--- config.mk ---
export PLATFORM = sky130hd
export DESIGN_NAME = temperature_display_and_window_average
export DESIGN_NICKNAME = d
export VERILOG_FILES = /design/src/hw/rtl/tdwa_pkg.sv /design/src/hw/rtl/temperature_display_and_window_average.sv
export SDC_FILE = /design/constraint.sdc
export NUM_CORES = 1
export LEC_CHECK = 0
export BUFFER_PORTS_ARGS = -buffer_cell sky130_fd_sc_hd__buf_2
export CELL_PAD_IN_SITES_DETAIL_PLACEMENT = 2
export CELL_PAD_IN_SITES_GLOBAL_PLACEMENT = 2
export CORE_ASPECT_RATIO = 0.75
export CORE_MARGIN = 5
export CORE_UTILIZATION = 38
export CTS_CLUSTER_SIZE = 28
export DETAILED_ROUTE_END_ITERATION = 6
export PLACE_DENSITY = 0.73
export SETUP_SLACK_MARGIN = 0.1
export SLEW_MARGIN = 25
export SYNTH_ARGS = -nofsm -noshare
export SYNTH_HDL_FRONTEND = slang
export SYNTH_SLANG_ARGS = --single-unit
--- constraint.sdc ---
create_clock -name clock -period 5.9 [get_ports clock]
set_input_delay 0.295 -clock clock [delete_from_list [all_inputs] [get_ports clock]]
set_output_delay 0.295 -clock clock [all_outputs]
set_load 0.02 [all_outputs]
--- src/hw/rtl/tdwa_pkg.sv ---
// Package of the temperature display and window average block: widths, codes,
// the controller state type and the seven-segment table. No dependencies.
package tdwa_pkg;

   // Field and datapath widths.
   localparam int ADC_W   = 12;
   localparam int VAL_W   = 11;
   localparam int SPAN_W  = 13;
   localparam int NUMER_W = 21;
   localparam int FNUM_W  = 23;
   localparam int MAG_W   = 22;
   localparam int DEN_W   = 15;
   localparam int QUO_W   = 11;
   localparam int DSH_W   = DEN_W + QUO_W - 1;
   localparam int STEP_W  = 4;
   localparam int BIN_W   = 10;
   localparam int BCD_W   = 13;

   // Command codes of the request beat.
   localparam logic [1:0] CMD_SAMPLE = 2'd0;
   localparam logic [1:0] CMD_TICK   = 2'd1;
   localparam logic [1:0] CMD_BYTE   = 2'd2;

   // Register indexes of the configuration port.
   localparam logic [1:0] CSR_CAL_LOW  = 2'd0;
   localparam logic [1:0] CSR_CAL_HIGH = 2'd1;
   localparam logic [1:0] CSR_UNIT     = 2'd2;

   // Result kinds, glyphs and the serial request byte.
   localparam logic       KIND_DISPLAY = 1'b0;
   localparam logic       KIND_AVERAGE = 1'b1;
   localparam logic [7:0] GLYPH_F      = 8'h8F;
   localparam logic [7:0] GLYPH_C      = 8'h9C;
   localparam logic [7:0] AVG_REQUEST  = 8'h30;

   // Clamp limits of a converted value.
   localparam logic signed [VAL_W-1:0] VAL_MIN     = -11'sd512;
   localparam logic signed [VAL_W-1:0] VAL_MAX     = 11'sd1023;
   localparam logic [QUO_W-1:0]        MAG_NEG_MAX = 11'd512;
   localparam logic [QUO_W-1:0]        MAG_POS_MAX = 11'd1023;

   // Controller states.
   typedef enum logic [3:0] {
      ST_IDLE,
      ST_NUMER,
      ST_C_LOAD,
      ST_C_RUN,
      ST_C_SAVE,
      ST_F_LOAD,
      ST_F_RUN,
      ST_SHOW,
      ST_BCD,
      ST_DISP_OUT,
      ST_TICK_RD,
      ST_TICK_WR,
      ST_AVG_LOAD,
      ST_AVG_RUN,
      ST_AVG_OUT
   } state_type;

   // Seven-segment code of one decimal digit.
   function automatic logic [7:0] seg_code(input logic [3:0] digit);
      logic [7:0] code;
      unique case (digit)
         4'd0: code = 8'hFC;
         4'd1: code = 8'h60;
         4'd2: code = 8'hDB;
         4'd3: code = 8'hF3;
         4'd4: code = 8'h67;
         4'd5: code = 8'hB7;
         4'd6: code = 8'hBF;
         4'd7: code = 8'hE4;
         4'd8: code = 8'hFF;
         4'd9: code = 8'hF7;
         default: code = 8'h00;
      endcase
      return code;
   endfunction

endpackage

--- src/hw/rtl/temperature_display_and_window_average.sv ---
// Sample beat: the controller steps through NUMER, C_LOAD, C_RUN and C_SAVE, then F_LOAD and F_RUN
// when Fahrenheit is shown, then SHOW, BCD (for a value that is not negative) and DISP_OUT; a bad
// calibration span goes from NUMER straight to DISP_OUT. An average steps through AVG_LOAD, AVG_RUN
// and AVG_OUT, a tick through TICK_RD and TICK_WR. One beat at a time: a request is taken only in IDLE.
// A full result register stalls DISP_OUT and AVG_OUT. All three runs share one restoring divider (11 quotient bits).
// Reset (synchronous, active high) restores register defaults and empties the window by valid bits.
module temperature_display_and_window_average #(
   parameter int WINDOW_DEPTH = 10
) (
   input  logic        clock,
   input  logic        reset,
   input  logic        csr_write_enable,
   input  logic [1:0]  csr_index,
   input  logic [11:0] csr_write_data,
   input  logic        req_valid,
   output logic        req_ready,
   input  logic [1:0]  req_cmd,
   input  logic [11:0] req_adc_value,
   input  logic [7:0]  req_rx_byte,
   output logic        rsp_valid,
   input  logic        rsp_ready,
   output logic        rsp_kind,
   output logic [7:0]  rsp_unit_glyph,
   output logic [7:0]  rsp_lead_segments,
   output logic [7:0]  rsp_last_segments,
   output logic [7:0]  rsp_average_byte,
   output logic        rsp_range_error
);

   localparam int VAL_W  = tdwa_pkg::VAL_W;
   localparam int PTR_W  = $clog2(WINDOW_DEPTH);
   localparam int SUM_W  = VAL_W + $clog2(WINDOW_DEPTH);
   localparam int FNUM_W = tdwa_pkg::FNUM_W;
   localparam int MAG_W  = tdwa_pkg::MAG_W;
   localparam int DEN_W  = tdwa_pkg::DEN_W;
   localparam int QUO_W  = tdwa_pkg::QUO_W;
   localparam int DSH_W  = tdwa_pkg::DSH_W;

   // Configuration registers.
   logic [11:0] cal_low_ff;
   logic [11:0] cal_high_ff;
   logic        unit_ff;

   // Controller.
   tdwa_pkg::state_type state_ff, state_in;
   logic                        req_accept;
   logic                        slot_free;
   logic                        out_disp;
   logic                        out_avg;
   logic                        div_load;
   logic                        div_run;
   logic                        div_last;
   logic                        bcd_last;
   logic [tdwa_pkg::STEP_W-1:0] step_ff;

   // Conversion front end.
   logic [tdwa_pkg::ADC_W-1:0]           adc_ff;
   logic signed [tdwa_pkg::SPAN_W-1:0]   span;
   logic signed [tdwa_pkg::SPAN_W-1:0]   diff;
   logic signed [tdwa_pkg::NUMER_W-1:0]  diff_x;
   logic signed [tdwa_pkg::NUMER_W-1:0]  span_x;
   logic signed [tdwa_pkg::NUMER_W-1:0]  numer_calc;
   logic                                 span_ok;
   logic signed [tdwa_pkg::SPAN_W-1:0]   span_ff;
   logic signed [tdwa_pkg::NUMER_W-1:0]  numer_ff;
   logic signed [FNUM_W-1:0]             n_fx;
   logic signed [FNUM_W-1:0]             s_fx;
   logic signed [FNUM_W-1:0]             fnum_calc;
   logic signed [FNUM_W-1:0]             fnum_ff;
   logic [DEN_W-1:0]                     fden_ff;
   logic                                 err_ff;

   // Shared divider.
   logic signed [FNUM_W-1:0] load_num;
   logic [DEN_W-1:0]         load_den;
   logic [FNUM_W-1:0]        load_abs;
   logic [MAG_W-1:0]         load_mag;
   logic                     load_sat;
   logic [MAG_W-1:0]         div_rem_ff;
   logic [DSH_W-1:0]         div_den_ff;
   logic [QUO_W-1:0]         div_quo_ff;
   logic                     div_neg_ff;
   logic                     div_sat_ff;
   logic                     div_fit;
   logic signed [VAL_W-1:0]  div_val;
   logic signed [VAL_W-1:0]  last_cel_ff;

   // Serial BCD converter.
   logic [tdwa_pkg::BIN_W-1:0] bcd_bin_ff;
   logic [tdwa_pkg::BCD_W-1:0] bcd_ff;
   logic [tdwa_pkg::BCD_W-1:0] bcd_adj;
   logic [3:0]                 lead_digit;

   // Window ring.
   logic signed [VAL_W-1:0] win_mem_ff [WINDOW_DEPTH];
   logic signed [VAL_W-1:0] win_rd_ff;
   logic [WINDOW_DEPTH-1:0] win_valid_ff;
   logic [PTR_W-1:0]        ptr_ff;
   logic signed [SUM_W-1:0] sum_ff;
   logic signed [SUM_W-1:0] old_x;
   logic signed [SUM_W-1:0] new_x;
   logic                    win_write;

   // Result register.
   logic       rsp_valid_ff;
   logic       rsp_kind_ff;
   logic [7:0] rsp_glyph_ff;
   logic [7:0] rsp_lead_ff;
   logic [7:0] rsp_last_ff;
   logic [7:0] rsp_avg_ff;
   logic       rsp_err_ff;

   assign req_ready  = (state_ff == tdwa_pkg::ST_IDLE);
   assign req_accept = req_valid && req_ready;
   assign slot_free  = !rsp_valid_ff || rsp_ready;
   assign div_last   = (step_ff == tdwa_pkg::STEP_W'(QUO_W - 1));
   assign bcd_last   = (step_ff == tdwa_pkg::STEP_W'(tdwa_pkg::BIN_W - 1));

   // Configuration writes; indexes beyond the list are ignored.
   always_ff @(posedge clock) begin
      if (reset) begin
         cal_low_ff  <= '0;
         cal_high_ff <= '1;
         unit_ff     <= 1'b0;
      end else if (csr_write_enable) begin
         unique case (csr_index)
            tdwa_pkg::CSR_CAL_LOW:  cal_low_ff  <= csr_write_data;
            tdwa_pkg::CSR_CAL_HIGH: cal_high_ff <= csr_write_data;
            tdwa_pkg::CSR_UNIT:     unit_ff     <= csr_write_data[0];
            default: ;
         endcase
      end
   end

   // Next state and strobes.
   always_comb begin
      state_in  = state_ff;
      out_disp  = 1'b0;
      out_avg   = 1'b0;
      div_load  = 1'b0;
      div_run   = 1'b0;
      win_write = 1'b0;
      unique case (state_ff)
         tdwa_pkg::ST_IDLE: begin
            if (req_valid) begin
               unique case (req_cmd)
                  tdwa_pkg::CMD_SAMPLE: state_in = tdwa_pkg::ST_NUMER;
                  tdwa_pkg::CMD_TICK:   state_in = tdwa_pkg::ST_TICK_RD;
                  tdwa_pkg::CMD_BYTE: begin
                     if (req_rx_byte == tdwa_pkg::AVG_REQUEST) begin
                        state_in = tdwa_pkg::ST_AVG_LOAD;
                     end
                  end
                  default: ;
               endcase
            end
         end
         tdwa_pkg::ST_NUMER: begin
            state_in = span_ok ? tdwa_pkg::ST_C_LOAD : tdwa_pkg::ST_DISP_OUT;
         end
         tdwa_pkg::ST_C_LOAD: begin
            div_load = 1'b1;
            state_in = tdwa_pkg::ST_C_RUN;
         end
         tdwa_pkg::ST_C_RUN: begin
            div_run = 1'b1;
            if (div_last) begin
               state_in = tdwa_pkg::ST_C_SAVE;
            end
         end
         tdwa_pkg::ST_C_SAVE: begin
            state_in = unit_ff ? tdwa_pkg::ST_SHOW : tdwa_pkg::ST_F_LOAD;
         end
         tdwa_pkg::ST_F_LOAD: begin
            div_load = 1'b1;
            state_in = tdwa_pkg::ST_F_RUN;
         end
         tdwa_pkg::ST_F_RUN: begin
            div_run = 1'b1;
            if (div_last) begin
               state_in = tdwa_pkg::ST_SHOW;
            end
         end
         tdwa_pkg::ST_SHOW: begin
            state_in = div_val[VAL_W-1] ? tdwa_pkg::ST_DISP_OUT : tdwa_pkg::ST_BCD;
         end
         tdwa_pkg::ST_BCD: begin
            if (bcd_last) begin
               state_in = tdwa_pkg::ST_DISP_OUT;
            end
         end
         tdwa_pkg::ST_DISP_OUT: begin
            if (slot_free) begin
               out_disp = 1'b1;
               state_in = tdwa_pkg::ST_IDLE;
            end
         end
         tdwa_pkg::ST_TICK_RD: begin
            state_in = tdwa_pkg::ST_TICK_WR;
         end
         tdwa_pkg::ST_TICK_WR: begin
            win_write = 1'b1;
            state_in  = tdwa_pkg::ST_IDLE;
         end
         tdwa_pkg::ST_AVG_LOAD: begin
            div_load = 1'b1;
            state_in = tdwa_pkg::ST_AVG_RUN;
         end
         tdwa_pkg::ST_AVG_RUN: begin
            div_run = 1'b1;
            if (div_last) begin
               state_in = tdwa_pkg::ST_AVG_OUT;
            end
         end
         tdwa_pkg::ST_AVG_OUT: begin
            if (slot_free) begin
               out_avg  = 1'b1;
               state_in = tdwa_pkg::ST_IDLE;
            end
         end
         default: state_in = tdwa_pkg::ST_IDLE;
      endcase
   end

   always_ff @(posedge clock) begin
      if (reset) begin
         state_ff <= tdwa_pkg::ST_IDLE;
      end else begin
         state_ff <= state_in;
      end
   end

   // Calibration numerator N = (adc - low) * 55 + 30 * span, by shifts and adds.
   always_comb begin
      span       = $signed({1'b0, cal_high_ff}) - $signed({1'b0, cal_low_ff});
      diff       = $signed({1'b0, adc_ff}) - $signed({1'b0, cal_low_ff});
      span_ok    = !span[tdwa_pkg::SPAN_W-1] && (span != '0);
      diff_x     = {{(tdwa_pkg::NUMER_W - tdwa_pkg::SPAN_W){diff[tdwa_pkg::SPAN_W-1]}}, diff};
      span_x     = {{(tdwa_pkg::NUMER_W - tdwa_pkg::SPAN_W){span[tdwa_pkg::SPAN_W-1]}}, span};
      numer_calc = (diff_x <<< 6) - (diff_x <<< 3) - diff_x + (span_x <<< 5) - (span_x <<< 1);
   end

   // Fahrenheit numerator 9N + 160 * span over the divisor 5 * span.
   always_comb begin
      n_fx      = {{(FNUM_W - tdwa_pkg::NUMER_W){numer_ff[tdwa_pkg::NUMER_W-1]}}, numer_ff};
      s_fx      = {{(FNUM_W - tdwa_pkg::SPAN_W){span_ff[tdwa_pkg::SPAN_W-1]}}, span_ff};
      fnum_calc = (n_fx <<< 3) + n_fx + (s_fx <<< 7) + (s_fx <<< 5);
   end

   // Divider operand selection, magnitude and early overflow check.
   always_comb begin
      unique case (state_ff)
         tdwa_pkg::ST_F_LOAD: begin
            load_num = fnum_ff;
            load_den = fden_ff;
         end
         tdwa_pkg::ST_AVG_LOAD: begin
            load_num = {{(FNUM_W - SUM_W){sum_ff[SUM_W-1]}}, sum_ff};
            load_den = DEN_W'(WINDOW_DEPTH);
         end
         default: begin
            load_num = n_fx;
            load_den = {3'b000, span_ff[11:0]};
         end
      endcase
      load_abs = load_num[FNUM_W-1] ? FNUM_W'(-load_num) : FNUM_W'(load_num);
      load_mag = load_abs[MAG_W-1:0];
      load_sat = {4'b0000, load_mag} >= {load_den, {QUO_W{1'b0}}};
      div_fit  = {3'b000, div_rem_ff} >= div_den_ff;
   end

   // Truncated quotient with its sign, clamped to the display range.
   always_comb begin
      if (div_sat_ff) begin
         div_val = div_neg_ff ? tdwa_pkg::VAL_MIN : tdwa_pkg::VAL_MAX;
      end else if (div_neg_ff) begin
         div_val = (div_quo_ff > tdwa_pkg::MAG_NEG_MAX) ? tdwa_pkg::VAL_MIN
                                                        : $signed(-div_quo_ff);
      end else begin
         div_val = (div_quo_ff > tdwa_pkg::MAG_POS_MAX) ? tdwa_pkg::VAL_MAX
                                                        : $signed(div_quo_ff);
      end
   end

   // Double-dabble adjust: every BCD digit of five or more gains three.
   always_comb begin
      bcd_adj = bcd_ff;
      if (bcd_ff[3:0] >= 4'd5) begin
         bcd_adj[3:0] = bcd_ff[3:0] + 4'd3;
      end
      if (bcd_ff[7:4] >= 4'd5) begin
         bcd_adj[7:4] = bcd_ff[7:4] + 4'd3;
      end
      if (bcd_ff[11:8] >= 4'd5) begin
         bcd_adj[11:8] = bcd_ff[11:8] + 4'd3;
      end
   end

   // Leading digit is the first nonzero BCD digit, or zero for a zero value.
   always_comb begin
      if (bcd_ff[12]) begin
         lead_digit = 4'd1;
      end else if (bcd_ff[11:8] != 4'd0) begin
         lead_digit = bcd_ff[11:8];
      end else if (bcd_ff[7:4] != 4'd0) begin
         lead_digit = bcd_ff[7:4];
      end else begin
         lead_digit = bcd_ff[3:0];
      end
   end

   // Datapath payload registers.
   always_ff @(posedge clock) begin
      if (req_accept) begin
         adc_ff <= req_adc_value;
         err_ff <= 1'b0;
      end
      if (state_ff == tdwa_pkg::ST_NUMER) begin
         span_ff  <= span;
         numer_ff <= numer_calc;
         if (!span_ok) begin
            err_ff <= 1'b1;
         end
      end
      if (state_ff == tdwa_pkg::ST_C_LOAD) begin
         fnum_ff <= fnum_calc;
         fden_ff <= {1'b0, span_ff[11:0], 2'b00} + {3'b000, span_ff[11:0]};
      end
      if (state_ff == tdwa_pkg::ST_SHOW) begin
         bcd_bin_ff <= div_val[tdwa_pkg::BIN_W-1:0];
         bcd_ff     <= '0;
         if (div_val[VAL_W-1]) begin
            err_ff <= 1'b1;
         end
      end
      if (state_ff == tdwa_pkg::ST_BCD) begin
         bcd_ff     <= {bcd_adj[tdwa_pkg::BCD_W-2:0], bcd_bin_ff[tdwa_pkg::BIN_W-1]};
         bcd_bin_ff <= {bcd_bin_ff[tdwa_pkg::BIN_W-2:0], 1'b0};
      end
      // Divider: one quotient bit per cycle, divisor shifting right.
      if (div_load) begin
         div_rem_ff <= load_mag;
         div_den_ff <= {load_den, {(QUO_W - 1){1'b0}}};
         div_quo_ff <= '0;
         div_neg_ff <= load_num[FNUM_W-1];
         div_sat_ff <= load_sat;
      end else if (div_run) begin
         if (div_fit) begin
            div_rem_ff <= div_rem_ff - div_den_ff[MAG_W-1:0];
         end
         div_quo_ff <= {div_quo_ff[QUO_W-2:0], div_fit};
         div_den_ff <= {1'b0, div_den_ff[DSH_W-1:1]};
      end
   end

   // Step counter shared by the divider and the BCD converter.
   always_ff @(posedge clock) begin
      if (div_load || state_ff == tdwa_pkg::ST_SHOW) begin
         step_ff <= '0;
      end else if (div_run || state_ff == tdwa_pkg::ST_BCD) begin
         step_ff <= step_ff + 1'b1;
      end
   end

   // Window storage with a registered read of the entry under the pointer.
   always_ff @(posedge clock) begin
      if (win_write) begin
         win_mem_ff[ptr_ff] <= last_cel_ff;
      end
      win_rd_ff <= win_mem_ff[ptr_ff];
   end

   assign old_x = win_valid_ff[ptr_ff]
                  ? {{(SUM_W - VAL_W){win_rd_ff[VAL_W-1]}}, win_rd_ff} : '0;
   assign new_x = {{(SUM_W - VAL_W){last_cel_ff[VAL_W-1]}}, last_cel_ff};

   // Ring control, running sum and the kept Celsius value.
   always_ff @(posedge clock) begin
      if (reset) begin
         win_valid_ff <= '0;
         ptr_ff       <= '0;
         sum_ff       <= '0;
         last_cel_ff  <= '0;
      end else begin
         if (state_ff == tdwa_pkg::ST_C_SAVE) begin
            last_cel_ff <= div_val;
         end
         if (win_write) begin
            win_valid_ff[ptr_ff] <= 1'b1;
            sum_ff               <= sum_ff - old_x + new_x;
            ptr_ff <= (ptr_ff == PTR_W'(WINDOW_DEPTH - 1)) ? '0 : ptr_ff + 1'b1;
         end
      end
   end

   // Result register: a finished beat waits here while the next request is taken.
   always_ff @(posedge clock) begin
      if (reset) begin
         rsp_valid_ff <= 1'b0;
      end else if (out_disp || out_avg) begin
         rsp_valid_ff <= 1'b1;
      end else if (rsp_ready) begin
         rsp_valid_ff <= 1'b0;
      end
   end

   always_ff @(posedge clock) begin
      if (out_disp) begin
         rsp_kind_ff  <= tdwa_pkg::KIND_DISPLAY;
         rsp_glyph_ff <= unit_ff ? tdwa_pkg::GLYPH_C : tdwa_pkg::GLYPH_F;
         rsp_lead_ff  <= err_ff ? 8'h00 : tdwa_pkg::seg_code(lead_digit);
         rsp_last_ff  <= err_ff ? 8'h00 : tdwa_pkg::seg_code(bcd_ff[3:0]);
         rsp_avg_ff   <= 8'h00;
         rsp_err_ff   <= err_ff;
      end else if (out_avg) begin
         rsp_kind_ff  <= tdwa_pkg::KIND_AVERAGE;
         rsp_glyph_ff <= 8'h00;
         rsp_lead_ff  <= 8'h00;
         rsp_last_ff  <= 8'h00;
         rsp_avg_ff   <= div_val[7:0];
         rsp_err_ff   <= 1'b0;
      end
   end

   assign rsp_valid         = rsp_valid_ff;
   assign rsp_kind          = rsp_kind_ff;
   assign rsp_unit_glyph    = rsp_glyph_ff;
   assign rsp_lead_segments = rsp_lead_ff;
   assign rsp_last_segments = rsp_last_ff;
   assign rsp_average_byte  = rsp_avg_ff;
   assign rsp_range_error   = rsp_err_ff;

endmodule

== After elaboration in Yosys (flattened, before gate mapping) ==
Memory sizes are Yosys's and may differ from the RTL's. A register that Yosys moved wholly into a read port is not among the register bits.
Cells that the tools add are included.
Word-level totals
  output and inout bits: 36
  memories kept: 3
  memory bits (read-only): 256
  flip-flop bits (word level): 276
  logic and storage cells: 188
  RAM bits: 110
Cells by class
  add/sub/neg operators: 20
  bitwise gates (word level): 1
  reduce and logical (&&, ||, !) cells: 28
  mux-type cells: 66
  magnitude comparators: 9
  equal/unequal tests: 30
Memories
  (no name shown): depth 16, width 8, read ports 1, clocked after Yosys merged registers in 0, wr ports 0, line tdwa_pkg.sv:64  | unique case (digit)
  (no name shown): depth 16, width 8, read ports 1, clocked after Yosys merged registers in 1, wr ports 0, line tdwa_pkg.sv:64
  win_mem_ff: depth 10, width 11, read ports 1, clocked after Yosys merged registers in 1, wr ports 1, line temperature_display_and_window_average.sv:95  | logic signed [VAL_W-1:0] win_mem_ff [WINDOW_DEPTH];
Operators by type and width (count)
  22-bit 2-to-1 mux: 4
  4-bit 2-to-1 mux: 16
  11-bit 2-to-1 mux: 5
  4-bit one-hot mux with 13 select lines: 1
  25-bit 2-to-1 mux: 2
  8-bit 2-to-1 mux: 6
  23-bit one-hot mux with 2 select lines: 1
  4-bit equality test (second input constant): 10
  15-bit one-hot mux with 2 select lines: 1
  22-bit by 26-bit greater-or-equal comparator with 1-bit output: 1
  13-bit 2-to-1 mux: 2
  12-bit by 12-bit subtractor with 13-bit output: 2
  22-bit by 25-bit greater-or-equal comparator with 1-bit output: 1
  23-bit by 18-bit adder with 23-bit output: 1
  23-bit by 20-bit adder with 23-bit output: 1
  23-bit by 21-bit adder with 23-bit output: 1
  11-bit by 10-bit greater-than comparator with 1-bit output (second input constant): 2
  22-bit negation: 1
  22-bit subtractor: 1
  21-bit by 18-bit adder with 21-bit output: 1
  20-bit by 13-bit subtractor with 21-bit output: 1
  21-bit by 14-bit subtractor with 21-bit output: 1
  1-bit 2-to-1 mux: 20
  10-bit 2-to-1 mux: 2
  39 further kinds: 70

== Depth between registers and ports, before layout ==
  depth after elaboration: 7
  mapped depth: 26
  mapped depth without buffers: 26

== Worst setup path before layout ==
Ideal clock, no wire load.
  path kind: register to register
  from: register adc_ff[0] (netlist name)
  to: register numer_ff[20] (netlist name), data pin
  path slack: -0.137 ns
  arrival: 5.868 ns
  cell stages (with the launch flop): 27
  library setup time: 0.169 ns
  period minus slack after synthesis: 6.037 ns
  path through: edfxtp_1 -> inv_1 -> ha_1 -> inv_1 -> fa_1 -> a21o_1 -> a21oi_1 -> o21bai_1 -> a21oi_1 -> o21bai_1 -> a211o_1 -> a21oi_1 -> xor2_1 -> fa_1 -> fa_1 -> inv_1 -> fa_1 -> inv_1 -> ha_1 -> a21o_1 -> a21o_1 -> a21oi_1 -> nor2_1 -> a221oi_1 -> a21oi_1 -> a311o_1 -> o31ai_1
On the way
  word-level cells in the longest chain between the ends: 5
Ends and longest elaborated chain
  start: declaration: line temperature_display_and_window_average.sv:57  | logic [tdwa_pkg::ADC_W-1:0] adc_ff;
  start signal: assignment: line temperature_display_and_window_average.sv:315  | adc_ff <= req_adc_value;
  12-bit by 12-bit subtractor with 13-bit output (*): line temperature_display_and_window_average.sv:236  | diff = $signed({1'b0, adc_ff}) - $signed({1'b0, cal_low_ff});
  19-bit by 16-bit subtractor with 20-bit output: line temperature_display_and_window_average.sv:240  | numer_calc = (diff_x <<< 6) - (diff_x <<< 3) - diff_x + (span_x <<< 5) - (span_x <<< 1);
  20-bit by 13-bit subtractor with 21-bit output (*): line temperature_display_and_window_average.sv:240
  21-bit by 18-bit adder with 21-bit output (*): line temperature_display_and_window_average.sv:240
  21-bit by 14-bit subtractor with 21-bit output (*): line temperature_display_and_window_average.sv:240
  via numer_calc (one bit): line temperature_display_and_window_average.sv:62  | logic signed [tdwa_pkg::NUMER_W-1:0] numer_calc;
  end signal: assignment: line temperature_display_and_window_average.sv:320  | numer_ff <= numer_calc;
  end: declaration: line temperature_display_and_window_average.sv:65  | logic signed [tdwa_pkg::NUMER_W-1:0] numer_ff;
Mark *: on every way through the listed nets, which the timed path passes. The rest lies on a longest branch.
A chain may end at the register's enable or synchronous reset.

== Worst setup path after layout ==
Same ends and word-level chain as after synthesis.

==> results.toml <==
[timing]
worstMarginPinSlew_ns = 0.984
holdWs_ns = 0.145
max-slew-margin-rel_pct = 34.3
rsz0062_at_grt = "yes"
layout_min_cycle_time_ns = 6.09
drv_slew = 0
hold_viol_final = 0
fin_crit_sh_pct = 103
setup_slack_ns = -0.193
setup_viol = 3
max_freq_mhz = 164
skew_ns = 0.0320

[finish]
antenna_cells = 0
area_growth_pct = 14.8
fillCellCount = 6659
final_nets = 2796
drive_gt1_share_pct = 13.2
final-instance-count-excl-fill = 3405
utilization_pct = 44.1

[global_route]
antenna_found_initial = 2
grt_pass1_vias = 21300
met1_usage_pct = 29.6
grt_overflow = 0
grt_pass1_wl_um = 124000
grt_max_degree = 71
grt_usage_pct = 22.5
grt.met3_usage_pct = 3.05
top_usage_layer = "met2"
use_met2_pct = 39.4

[setup_path]
critPathCaptureType = "register"
startpoint_type = "register"
crit_family = "compound AO/OA/AOI/OAI gates"
slowest_delay_ns = 0.56
required_ns = 6.32
cp_max_fo = 3
critical_path_arrival_ns = 6.51
path_common_cell = "a21oi_2"
cp_slowest_cell = "fa_1"
path_class = "register to register"
critical_path_buf_inv_count = 4

[die]
ios = 77
core_sq_um = 63800
die_x_um = 303
die-area_sq_um = 69700
initial_core_util_pct = 38.4
std_cell_rows = 80
die_h_um = 230

[yosys]
syn-mean-instance-area_sq_um = 10.3
synth-seq-cells = 398
synth_edf_count = 274
async_flop_share_pct = 0
synth_area_sq_um = 24500
yosys_most_used_dff = "edfxtp_1"
yosys_warnings = 0
syn_inst = 2376
seq_area_frac_synth_pct = 43.7
yosysUniqueCellTypes = 86

[route]
antenna_left = 0
first_pass_iters = 4
vias = 18800
avgRoutedWirePerCell_um = 23.2
via_per_inst = 5.53
drt-initial-drc-count = 1073
drc = 0
drt-total-wl_um = 78900

[worst_hold_path]
hp-class = "input pin to register"

[clocking]
clockBufferDepth = 3
cts_sinks = 398
clkTransAtPathRegs_ns = 0.06
cts_tree = "done"
cts_inserted_buffers = 45
clk_root_buffer_cell = "clkbuf_16"
htree_levels = 2
clk_latency_ns = 0.61

[placement]
dp_slack_ns = -0.392
gp_congestion = 0.827
dp_hpwl_um = 57800
io_buffers = 74
place_inst = 3286

[flow_run]
drv_cap = 0

[status]
violations = "setup timing"
outcome = "finished, violations left"
Yosys cell counts, types with 11 or more instances:
cell | instances | area (sq um)
o21a_1 | 20 | 150
and2_1 | 23 | 144
a31oi_1 | 24 | 150
o31ai_1 | 14 | 105
o21ai_0 | 93 | 465
nand3_1 | 22 | 110
mux2i_1 | 23 | 230
a211oi_1 | 41 | 308
dfxtp_1 | 124 | 2480
and3_1 | 16 | 100
nand2b_1 | 29 | 181
nor3_1 | 43 | 215
o22ai_1 | 26 | 163
buf_2 | 19 | 95.1
nand2_1 | 185 | 694
clkbuf_1 | 59 | 221
xor2_1 | 29 | 254
edfxtp_1 | 274 | 8230
xnor2_1 | 85 | 744
inv_1 | 216 | 811
mux4_2 | 24 | 541
ha_1 | 164 | 2050
nor2b_1 | 35 | 219
a21oi_1 | 188 | 941
a22oi_1 | 12 | 90.1
or2_2 | 13 | 81.3
o211ai_1 | 11 | 82.6
a21o_1 | 30 | 225
fa_1 | 84 | 1680
nand3b_1 | 24 | 180
or3_1 | 19 | 119
nor2_1 | 208 | 781
nand4_1 | 12 | 75.1
sequential cells by signal, summed over array words and instances, names as in the netlist, 7 cells and up, named ones only:
signal,cells
last_cel_ff,11
bcd_ff,13
rsp_average_byte,8
span_ff,13
adc_ff,12
cal_low_ff,12
win_rd_ff,11
div_rem_ff,22
cal_high_ff,12
bcd_bin_ff,10
rsp_lead_segments,7
win_mem_ff,110
div_den_ff,25
div_quo_ff,11
fden_ff,15
sum_ff,15
fnum_ff,23
numer_ff,21
win_valid_ff,10
rsp_last_segments,7
layout by cell type, fill, tap and decap left out, types with 11 or more instances in the layout:
cell type,synthesis,layout
edfxtp_1,274,274
inv_1,216,210
nor2_1,208,204
nand2_1,185,183
a21oi_1,188,176
ha_1,164,158
dfxtp_1,124,121
o21ai_0,93,88
xnor2_1,85,83
fa_1,84,83
buf_4,9,80
buf_2,19,74
clkbuf_16,0,45
nor3_1,43,40
a211oi_1,41,40
nor2b_1,35,35
a21o_1,30,30
nand2b_1,29,29
xor2_1,29,29
o22ai_1,26,25
a31oi_1,24,24
nand3b_1,24,24
mux4_2,24,24
dlygate4sd3_1,0,24
mux2i_1,23,23
nand3_1,22,22
and2_1,23,22
o21a_1,20,20
or3_1,19,19
and3_1,16,16
or2_2,13,13
o31ai_1,14,13
clkbuf_1,59,13
a22oi_1,12,12
nand4_1,12,12
a21oi_2,0,11
o211ai_1,11,11
area by class of cell:
type                    count  area (sq um)  share of cell area [%]
flip-flops and latches    398         10700                    38.1
inverters                 218           821                    2.92
repair buffers            179          1220                    4.35
clock inverters            21           239                   0.850
clock buffers              63          1240                    4.42
well taps                 861          1080                    3.83
multi-input cells        1665         12800                    45.5
worst paths after layout:
check	slack [ns]	startpoint	cells after the start	to
hold / removal	0.15	csr_write_enable	4	unit_ff
setup / recovery	-0.19	adc_ff[0]	26	numer_ff[20]
hold reg to reg	0.47	div_quo_ff[10]	2	div_quo_ff[10]
setup reg to reg	-0.19	adc_ff[0]	26	numer_ff[20]
worst register-to-register path: cells and delay by family (launching register included):
kind	cells	cell delay, ns
adders and majority gates	6	2.24
xor gates and xnor gates	1	0.23
buffers and inverters	4	0.23
AOI/OAI and AO/OA	14	2.78
and+or+nand+nor	1	0.07
DFF	1	0.37
metrics by stage:
step / area (sq um) / setup TNS (ns)
global route: 28100 / -1.45
floorplan: 24500 / 0
finish: 28100 / -0.418
CTS: 28000 / -0.0611
global placement: 26100 / -0.342
detailed placement: 26100 / -1.32
logic make-up (layout without fill, tap and decap cells):
group	count (synthesis)	after routing	share of synthesized area, %
simple gates	679	679	13.6
xor+xnor	115	115	4.14
other cells	1	2	0.0153
compound gates	564	564	14.6
buf+inv	314	481	5.04
flops	398	398	43.7
mux	57	57	3.60
fa+ha+maj	248	248	15.2
metal layers:
| layer | vias to the layer above | routed length [um] |
|---|---|---|
| met5 | - | 0 |
| met4 | 0 | 1540 |
| met3 | 99 | 2650 |
| met2 | 263 | 39000 |
| met1 | 9729 | 35700 |
| li1 | 8744 | - |
repair_timing:
action,in CTS,in global routing
resized for setup,27,21
hold buffers,24,0
buffers inserted,6,7
setup endpoints to repair,7,10
hold endpoints to repair,35,0
gates cloned,0,0
pin swaps,35,25
Power is left out: the tool's default activity adds up to more than one toggle a clock period on the data nets, which glitch-free logic cannot reach.
